--- config.mk ---
export PLATFORM = sky130hd
export DESIGN_NAME = stable_priority_queue_top
export DESIGN_NICKNAME = d
export VERILOG_FILES = /design/src/rtl/spq_pkg.sv /design/src/rtl/spq_cell.sv /design/src/rtl/stable_priority_queue_top.sv
export SDC_FILE = /design/constraint.sdc
export NUM_CORES = 1
export LEC_CHECK = 0
export BUFFER_PORTS_ARGS = -buffer_cell sky130_fd_sc_hd__buf_2
export CAP_MARGIN = 15
export CORE_MARGIN = 5
export CORE_UTILIZATION = 45
export CTS_CLUSTER_DIAMETER = 40
export DETAILED_ROUTE_END_ITERATION = 6
export SLEW_MARGIN = 20
export SYNTH_ARGS = -nofsm -noshare
export SYNTH_HDL_FRONTEND = slang
export SYNTH_SLANG_ARGS = --single-unit
--- constraint.sdc ---
create_clock -name clk -period 6.35 [get_ports clk]
set_input_delay 0.9525 -clock clk [delete_from_list [all_inputs] [get_ports clk]]
set_output_delay 0.9525 -clock clk [all_outputs]
set_load 0.005 [all_outputs]
--- src/rtl/spq_pkg.sv ---
// stable priority queue: shared types and default constants
// item structs for the command and result channels, cell control struct
// no dependencies
package spq_pkg;

  localparam int unsigned DEF_CAPACITY      = 16;
  localparam int unsigned DEF_PRIORITY_BITS = 4;
  localparam int unsigned FIELD_PRIO_W      = 4;
  localparam int unsigned FIELD_COUNT_W     = 5;

  typedef enum logic {
    KIND_PUSH = 1'b0,
    KIND_POP  = 1'b1
  } kind_t;

  typedef struct packed {
    kind_t                     kind;
    logic signed [31:0]        item_value;
    logic [FIELD_PRIO_W-1:0]   item_priority;
  } in_item_t;

  typedef struct packed {
    logic signed [31:0]        out_value;
    logic [FIELD_PRIO_W-1:0]   out_priority;
    logic                      out_valid;
    logic                      empty_error;
    logic                      full_error;
    logic [FIELD_COUNT_W-1:0]  entry_count;
  } out_item_t;

  typedef struct packed {
    logic shift_in;
    logic shift_out;
  } spq_ctrl_t;

endpackage

--- src/rtl/spq_cell.sv ---
// one slot of the sorted cell row: holds a value and its priority
// on insert it keeps, takes the new item or takes its left neighbor; on remove
// it takes its right neighbor. depends on spq_pkg
module spq_cell
  import spq_pkg::*;
#(
  parameter int unsigned PRIORITY_BITS = DEF_PRIORITY_BITS
) (
  input  logic                     clk,
  input  spq_ctrl_t                ctrl,
  input  logic                     occupied,
  input  logic signed [31:0]       new_value,
  input  logic [PRIORITY_BITS-1:0] new_prio,
  input  logic                     left_stay,
  input  logic signed [31:0]       left_value,
  input  logic [PRIORITY_BITS-1:0] left_prio,
  input  logic signed [31:0]       right_value,
  input  logic [PRIORITY_BITS-1:0] right_prio,
  output logic signed [31:0]       value,
  output logic [PRIORITY_BITS-1:0] prio,
  output logic                     stay
);

  logic signed [31:0]       value_r, value_nxt;
  logic [PRIORITY_BITS-1:0] prio_r, prio_nxt;

  assign stay  = occupied && (prio_r <= new_prio);
  assign value = value_r;
  assign prio  = prio_r;

  always_comb begin
    value_nxt = value_r;
    prio_nxt  = prio_r;
    priority if (ctrl.shift_in) begin
      if (!stay) begin
        if (left_stay) begin
          value_nxt = new_value;
          prio_nxt  = new_prio;
        end else begin
          value_nxt = left_value;
          prio_nxt  = left_prio;
        end
      end
    end else if (ctrl.shift_out) begin
      value_nxt = right_value;
      prio_nxt  = right_prio;
    end
  end

  always_ff @(posedge clk) begin
    value_r <= value_nxt;
    prio_r  <= prio_nxt;
  end

endmodule

--- src/rtl/stable_priority_queue_top.sv ---
// stable priority queue top level: command decode, entry count, result register
// and the row of sorting cells. depends on spq_pkg and spq_cell
//
// usage:
//   commands enter on in_item and are taken at a clock edge with start high and
//   busy low. busy stays low, so a push or a pop may be issued every cycle.
//   a push places its item after every stored entry of equal or better
//   (numerically lower or equal) priority; a pop removes and returns the head.
//   every command yields one result on out_data, marked by out_strobe for one
//   cycle, in the cycle right after the command was taken (throughput 1 item
//   per cycle). the whole row of cells shifts together when the command is
//   taken: each cell compares its priority with the new one and keeps, takes
//   the new item or takes its neighbor.
//   a push to a full queue is dropped and flagged in full_error; a pop from an
//   empty queue is flagged in empty_error. entry_count gives the fill level
//   after the command.
//   reset clears the entry count and the result strobe; cell contents are left
//   as they are and are never read before being written.
//   the receiver cannot stall: a result not taken in its cycle is gone.
module stable_priority_queue_top
  import spq_pkg::*;
#(
  parameter int unsigned CAPACITY      = DEF_CAPACITY,
  parameter int unsigned PRIORITY_BITS = DEF_PRIORITY_BITS
) (
  input  logic      clk,
  input  logic      rst_n,
  input  logic      start,
  output logic      busy,
  input  in_item_t  in_item,
  output logic      out_strobe,
  output out_item_t out_data
);

  localparam int unsigned CNT_W = $clog2(CAPACITY + 1);

  logic [CNT_W-1:0]         count_r, count_nxt;
  logic                     out_strobe_r;
  out_item_t                out_data_r, out_data_nxt;

  logic                     accept;
  logic                     is_full, is_empty;
  spq_ctrl_t                ctrl;
  logic [PRIORITY_BITS-1:0] new_prio;

  logic signed [31:0]       cell_value [CAPACITY];
  logic [PRIORITY_BITS-1:0] cell_prio  [CAPACITY];
  logic                     cell_stay  [CAPACITY];

  assign busy     = 1'b0;
  assign accept   = start && !busy;
  assign is_full  = (count_r == CNT_W'(CAPACITY));
  assign is_empty = (count_r == '0);
  assign new_prio = PRIORITY_BITS'(in_item.item_priority);

  always_comb begin
    ctrl.shift_in  = accept && (in_item.kind == KIND_PUSH) && !is_full;
    ctrl.shift_out = accept && (in_item.kind == KIND_POP) && !is_empty;
  end

  always_comb begin
    count_nxt = count_r;
    if (ctrl.shift_in) begin
      count_nxt = count_r + 1'b1;
    end else if (ctrl.shift_out) begin
      count_nxt = count_r - 1'b1;
    end
  end

  always_comb begin
    out_data_nxt              = '0;
    out_data_nxt.entry_count  = FIELD_COUNT_W'(count_nxt);
    unique case (in_item.kind)
      KIND_PUSH: begin
        out_data_nxt.full_error = is_full;
      end
      KIND_POP: begin
        out_data_nxt.empty_error = is_empty;
        if (!is_empty) begin
          out_data_nxt.out_value    = cell_value[0];
          out_data_nxt.out_priority = FIELD_PRIO_W'(cell_prio[0]);
          out_data_nxt.out_valid    = 1'b1;
        end
      end
      default: begin
        out_data_nxt = '0;
      end
    endcase
  end

  always_ff @(posedge clk) begin
    if (!rst_n) begin
      count_r      <= '0;
      out_strobe_r <= 1'b0;
    end else begin
      count_r      <= count_nxt;
      out_strobe_r <= accept;
    end
  end

  always_ff @(posedge clk) begin
    if (accept) begin
      out_data_r <= out_data_nxt;
    end
  end

  assign out_strobe = out_strobe_r;
  assign out_data   = out_data_r;

  for (genvar i = 0; i < CAPACITY; i++) begin : g_cell
    logic                     left_stay;
    logic signed [31:0]       left_value;
    logic [PRIORITY_BITS-1:0] left_prio;
    logic signed [31:0]       right_value;
    logic [PRIORITY_BITS-1:0] right_prio;

    if (i == 0) begin : g_head
      assign left_stay  = 1'b1;
      assign left_value = in_item.item_value;
      assign left_prio  = new_prio;
    end else begin : g_body
      assign left_stay  = cell_stay[i-1];
      assign left_value = cell_value[i-1];
      assign left_prio  = cell_prio[i-1];
    end

    if (i == CAPACITY - 1) begin : g_tail
      assign right_value = cell_value[i];
      assign right_prio  = cell_prio[i];
    end else begin : g_inner
      assign right_value = cell_value[i+1];
      assign right_prio  = cell_prio[i+1];
    end

    spq_cell #(
      .PRIORITY_BITS (PRIORITY_BITS)
    ) u_cell (
      .clk         (clk),
      .ctrl        (ctrl),
      .occupied    (CNT_W'(i) < count_r),
      .new_value   (in_item.item_value),
      .new_prio    (new_prio),
      .left_stay   (left_stay),
      .left_value  (left_value),
      .left_prio   (left_prio),
      .right_value (right_value),
      .right_prio  (right_prio),
      .value       (cell_value[i]),
      .prio        (cell_prio[i]),
      .stay        (cell_stay[i])
    );
  end

  a_result_follows: assert property (@(posedge clk) disable iff (!rst_n)
    accept |=> out_strobe)
    else $error("command without result");

  a_count_bound: assert property (@(posedge clk) disable iff (!rst_n)
    count_r <= CNT_W'(CAPACITY))
    else $error("entry count above capacity");

  a_one_flag: assert property (@(posedge clk) disable iff (!rst_n)
    out_strobe |-> $countones({out_data.out_valid, out_data.empty_error,
                               out_data.full_error}) <= 1)
    else $error("conflicting result flags");

  a_pop_count: assert property (@(posedge clk) disable iff (!rst_n)
    ctrl.shift_out |=> count_r == $past(count_r) - 1'b1)
    else $error("pop did not lower the count");

  a_head_sorted: assert property (@(posedge clk) disable iff (!rst_n)
    count_r >= CNT_W'(2) |-> cell_prio[0] <= cell_prio[1])
    else $error("head entry out of order");

endmodule

==> results.json <==
{
  "status": "complete, no violations",
  "cts-hold-fix-buffers": 0,
  "clk_path_buf_depth": 3,
  "avgViaCountPerCell": 5.94,
  "cellPowerDensity_nw_per_um2": 450,
  "finClkSkew_ps": 20.7,
  "whs_ps": 554,
  "drt-initial-drc-count": 2470,
  "dr.max_layer_used": "met5",
  "reg2reg_slack_ps": 2390,
  "fp.dieH_um": 276,
  "ant_nets": 0,
  "crit_chain": "inv_1, ha_1, nand4bb_1, nand2_4, buf_4, buf_4, nand2_1, o211ai_1",
  "antenna_found_initial": 1,
  "crit_slowest_cell": "buf_4",
  "drv_cap": 0,
  "grt_use_total_pct": 20.5,
  "start_util_pct": 45.4,
  "synthDistinctLibCells": 52,
  "dpl.hpwl_um": 51300,
  "tns_ps": 0,
  "multi_input_area_um2": 11800,
  "pre_cts_slack_ps": 1960,
  "p_leak_nw": 13.0,
  "synth_area_um2": 31800,
  "fp-row-count": 97,
  "post_cts_resized": 0,
  "muxShareOfSynthArea_pct": 4.52,
  "place.gp.congestion": 0.781,
  "cpMostUsedCell": "buf_4",
  "regToRegEndpoint": "g_cell[14].u_cell.value[6]$_DFFE_PP_",
  "root_buffer": "clkbuf_16",
  "cts_htree_levels": 3,
  "die-area_um2": 76100,
  "worst_ir_drop_vdd_uv": 190,
  "clk_latency_ps": 630,
  "power_w": 0.0162,
  "synth_ff_type": "edfxtp_1",
  "clock_sinks": 626,
  "synth-async-reset-ratio_pct": 0,
  "yosys_warnings": 0,
  "route.met3.wl_um": 5840,
  "path_clk_slew_ps": 60,
  "rsz0062_at_grt": "no",
  "synth.yosys.seq_area_share_pct": 58.9,
  "crit_required_ps": 6780,
  "fin_ws_ps": 2390,
  "cts_tree": "yes",
  "wl_um": 80300,
  "synth_fa_ha_area_share_pct": 2.68,
  "met2_length_um": 33700,
  "worstSetupStartpointType": "flip-flop",
  "num_vias": 22900,
  "seqCellArea_um2": 18700,
  "syn_nets": 2991,
  "synth_compound_area_share_pct": 13.9,
  "slew_headroom_pct": 30.1,
  "num_io_pins": 86,
  "dr.pass1.iters": 5,
  "synth_xor_area_share_pct": 0.134,
  "min_path_cells": 1,
  "min_path_type": "reg2reg",
  "synth_edf_count": 620,
  "worstHoldStart": "g_cell[14].u_cell.value[21]$_DFFE_PP_",
  "drc": 0,
  "fin_crit_ps": 3960,
  "synthSimpleGateAreaFrac_pct": 15.4,
  "hold_end": "g_cell[15].u_cell.value[21]$_DFFE_PP_",
  "worst_ep_arrival_time_ps": 4390,
  "grt_pass1_vias": 21700,
  "grt_pass1_wl_um": 126000,
  "slew_viol_final": 0,
  "postCtsSetupBuffers": 0,
  "worst_setup_path_end_kind": "flip-flop",
  "num_antenna_cells": 0,
  "crit_type": "reg2reg",
  "finalHoldViolations": 0,
  "layout-drive-gt1-share_pct": 11.4,
  "r2r_start": "count_r[0]$_SDFF_PN0_",
  "path_buf_inv": 3,
  "die_w_um": 276,
  "worst_pin_slew_ps": 1050,
  "max_stage_delay_ps": 890,
  "wire_per_inst_um": 20.8,
  "syn_avg_cell_area_um2": 11.0,
  "numPortBuffers": 84,
  "critPathTopFamily": "buffers and inverters",
  "max_freq_mhz": 253,
  "synth_cells": 2883,
  "worstPathMaxFanout": 103,
  "grt_overflow": 0,
  "grt_max_degree": 187,
  "cts_buffers": 93,
  "met1Wirelength_um": 39400,
  "setup_viol": 0,
  "syn2layout_area_growth_pct": 13.5,
  "synth_top_family_by_area": "simple AND/OR/NAND/NOR gates",
  "nNetsFinal": 2948,
  "min_period_over_period_pct": 62.3,
  "nFillCells": 6139,
  "core_um2": 70000,
  "worstRegToRegCells": 8,
  "yosys_register_bits": 626
}
## power breakdown
part	leakage [nW]	internal, W	switching (W)
Sequential	5.99	0.00627	0.000652
Clock	1.59	0.00349	0.00189
Combinational	5.44	0.00128	0.00265
## how the worst max path moves through the flow
stage                                startpoint                               endpoint  slack (ps)  depth (start not counted)
after floorplan                      in_item[1]    g_cell[12].u_cell.prio[0]$_DFFE_PP_         760                          9
after global placement               in_item[1]  g_cell[12].u_cell.value[31]$_DFFE_PP_        1800                          8
after detailed placement            in_item[36]   g_cell[13].u_cell.value[8]$_DFFE_PP_        1960                          6
after CTS                 count_r[0]$_SDFF_PN0_    g_cell[9].u_cell.value[6]$_DFFE_PP_        2450                          8
after global routing      count_r[0]$_SDFF_PN0_   g_cell[14].u_cell.value[6]$_DFFE_PP_        2080                          8
final                     count_r[0]$_SDFF_PN0_   g_cell[14].u_cell.value[6]$_DFFE_PP_        2390                          8
## registers in the layout, indices dropped and copies added (netlist names)
signal	cells
g_cell.u_cell.prio	64
g_cell.u_cell.value	512
count_r	5
out_data	44
out_strobe	1
## cells by family (layout without fill, tap and decap cells)
family	Yosys count	after routing
buf+inv	302	335
xor+xnor	4	4
compound gates	618	618
fa+ha+maj	68	68
other cells	1	1
mux	139	139
simple gates	1125	1125
flops	626	626
## layer usage
metal | global-route usage (%) | up-vias
met5 | 0 | -
met4 | 5.48 | 2
met3 | 3.29 | 96
met2 | 28.7 | 879
met1 | 32.9 | 11100
li1 | - | 10800
## Yosys cell counts, types with 3 or more instances
master / number / area [µm²]
a21o_1: 3 / 22.5
a21oi_1: 22 / 110
a41o_1: 10 / 100
and2_1: 8 / 50.1
and3_1: 37 / 231
buf_2: 121 / 606
buf_4: 19 / 143
buf_6: 5 / 56.3
clkbuf_1: 129 / 484
dfxtp_1: 6 / 120
edfxtp_1: 620 / 18600
ha_1: 68 / 851
inv_1: 27 / 101
mux2_1: 24 / 270
mux2_2: 12 / 135
mux2i_1: 103 / 1030
nand2_1: 675 / 2530
nand3_1: 374 / 1870
nand4_1: 3 / 18.8
nor2_1: 5 / 18.8
nor2b_1: 13 / 81.3
o2111ai_1: 9 / 78.8
o211ai_1: 424 / 3180
o21a_1: 3 / 22.5
o21ai_0: 4 / 20.0
o21ai_1: 113 / 566
o221ai_1: 13 / 114
xor2_1: 3 / 26.3
## worst register-to-register path, cell delays in order (launching register included)
cell and delay (ps):
dfxtp_1 440, inv_1 240, ha_1 200, nand4bb_1 260, nand2_4 620, buf_4 750
buf_4 900, nand2_1 220, o211ai_1 140
## cell type report
class / count / area share, %
multi-input combinational: 1955 / 32.8
clock inverter: 69 / 2.47
timing repair buffer: 137 / 2.66
clock buffer: 102 / 6.60
tap: 940 / 3.26
inverter: 27 / 0.281
sequential: 626 / 51.9
## placed cells by master, fill, tap and decap left out, drive strengths merged, types with 8 or more instances in the layout
cell type	n
mux2	36
a41o	10
a21oi	24
nand3	376
nor2b	13
and3	37
clkinv	34
o2111ai	9
and2	8
edfxtp	620
nand2	675
clkbuf	102
o221ai	15
ha	68
o21ai	118
inv	37
mux2i	103
buf	137
bufinv	19
o211ai	424
## metrics by stage
step                      instance area (µm²)  std cells  util, %
final                                   36100       3856     51.5
after global routing                    36100       3856     51.5
after CTS                               36000       3855     51.5
after detailed placement                32800       3684     46.8
after global placement                  32700       3681     46.7
after floorplan                         31800       2883        -
(Power assumes the default switching activity.)
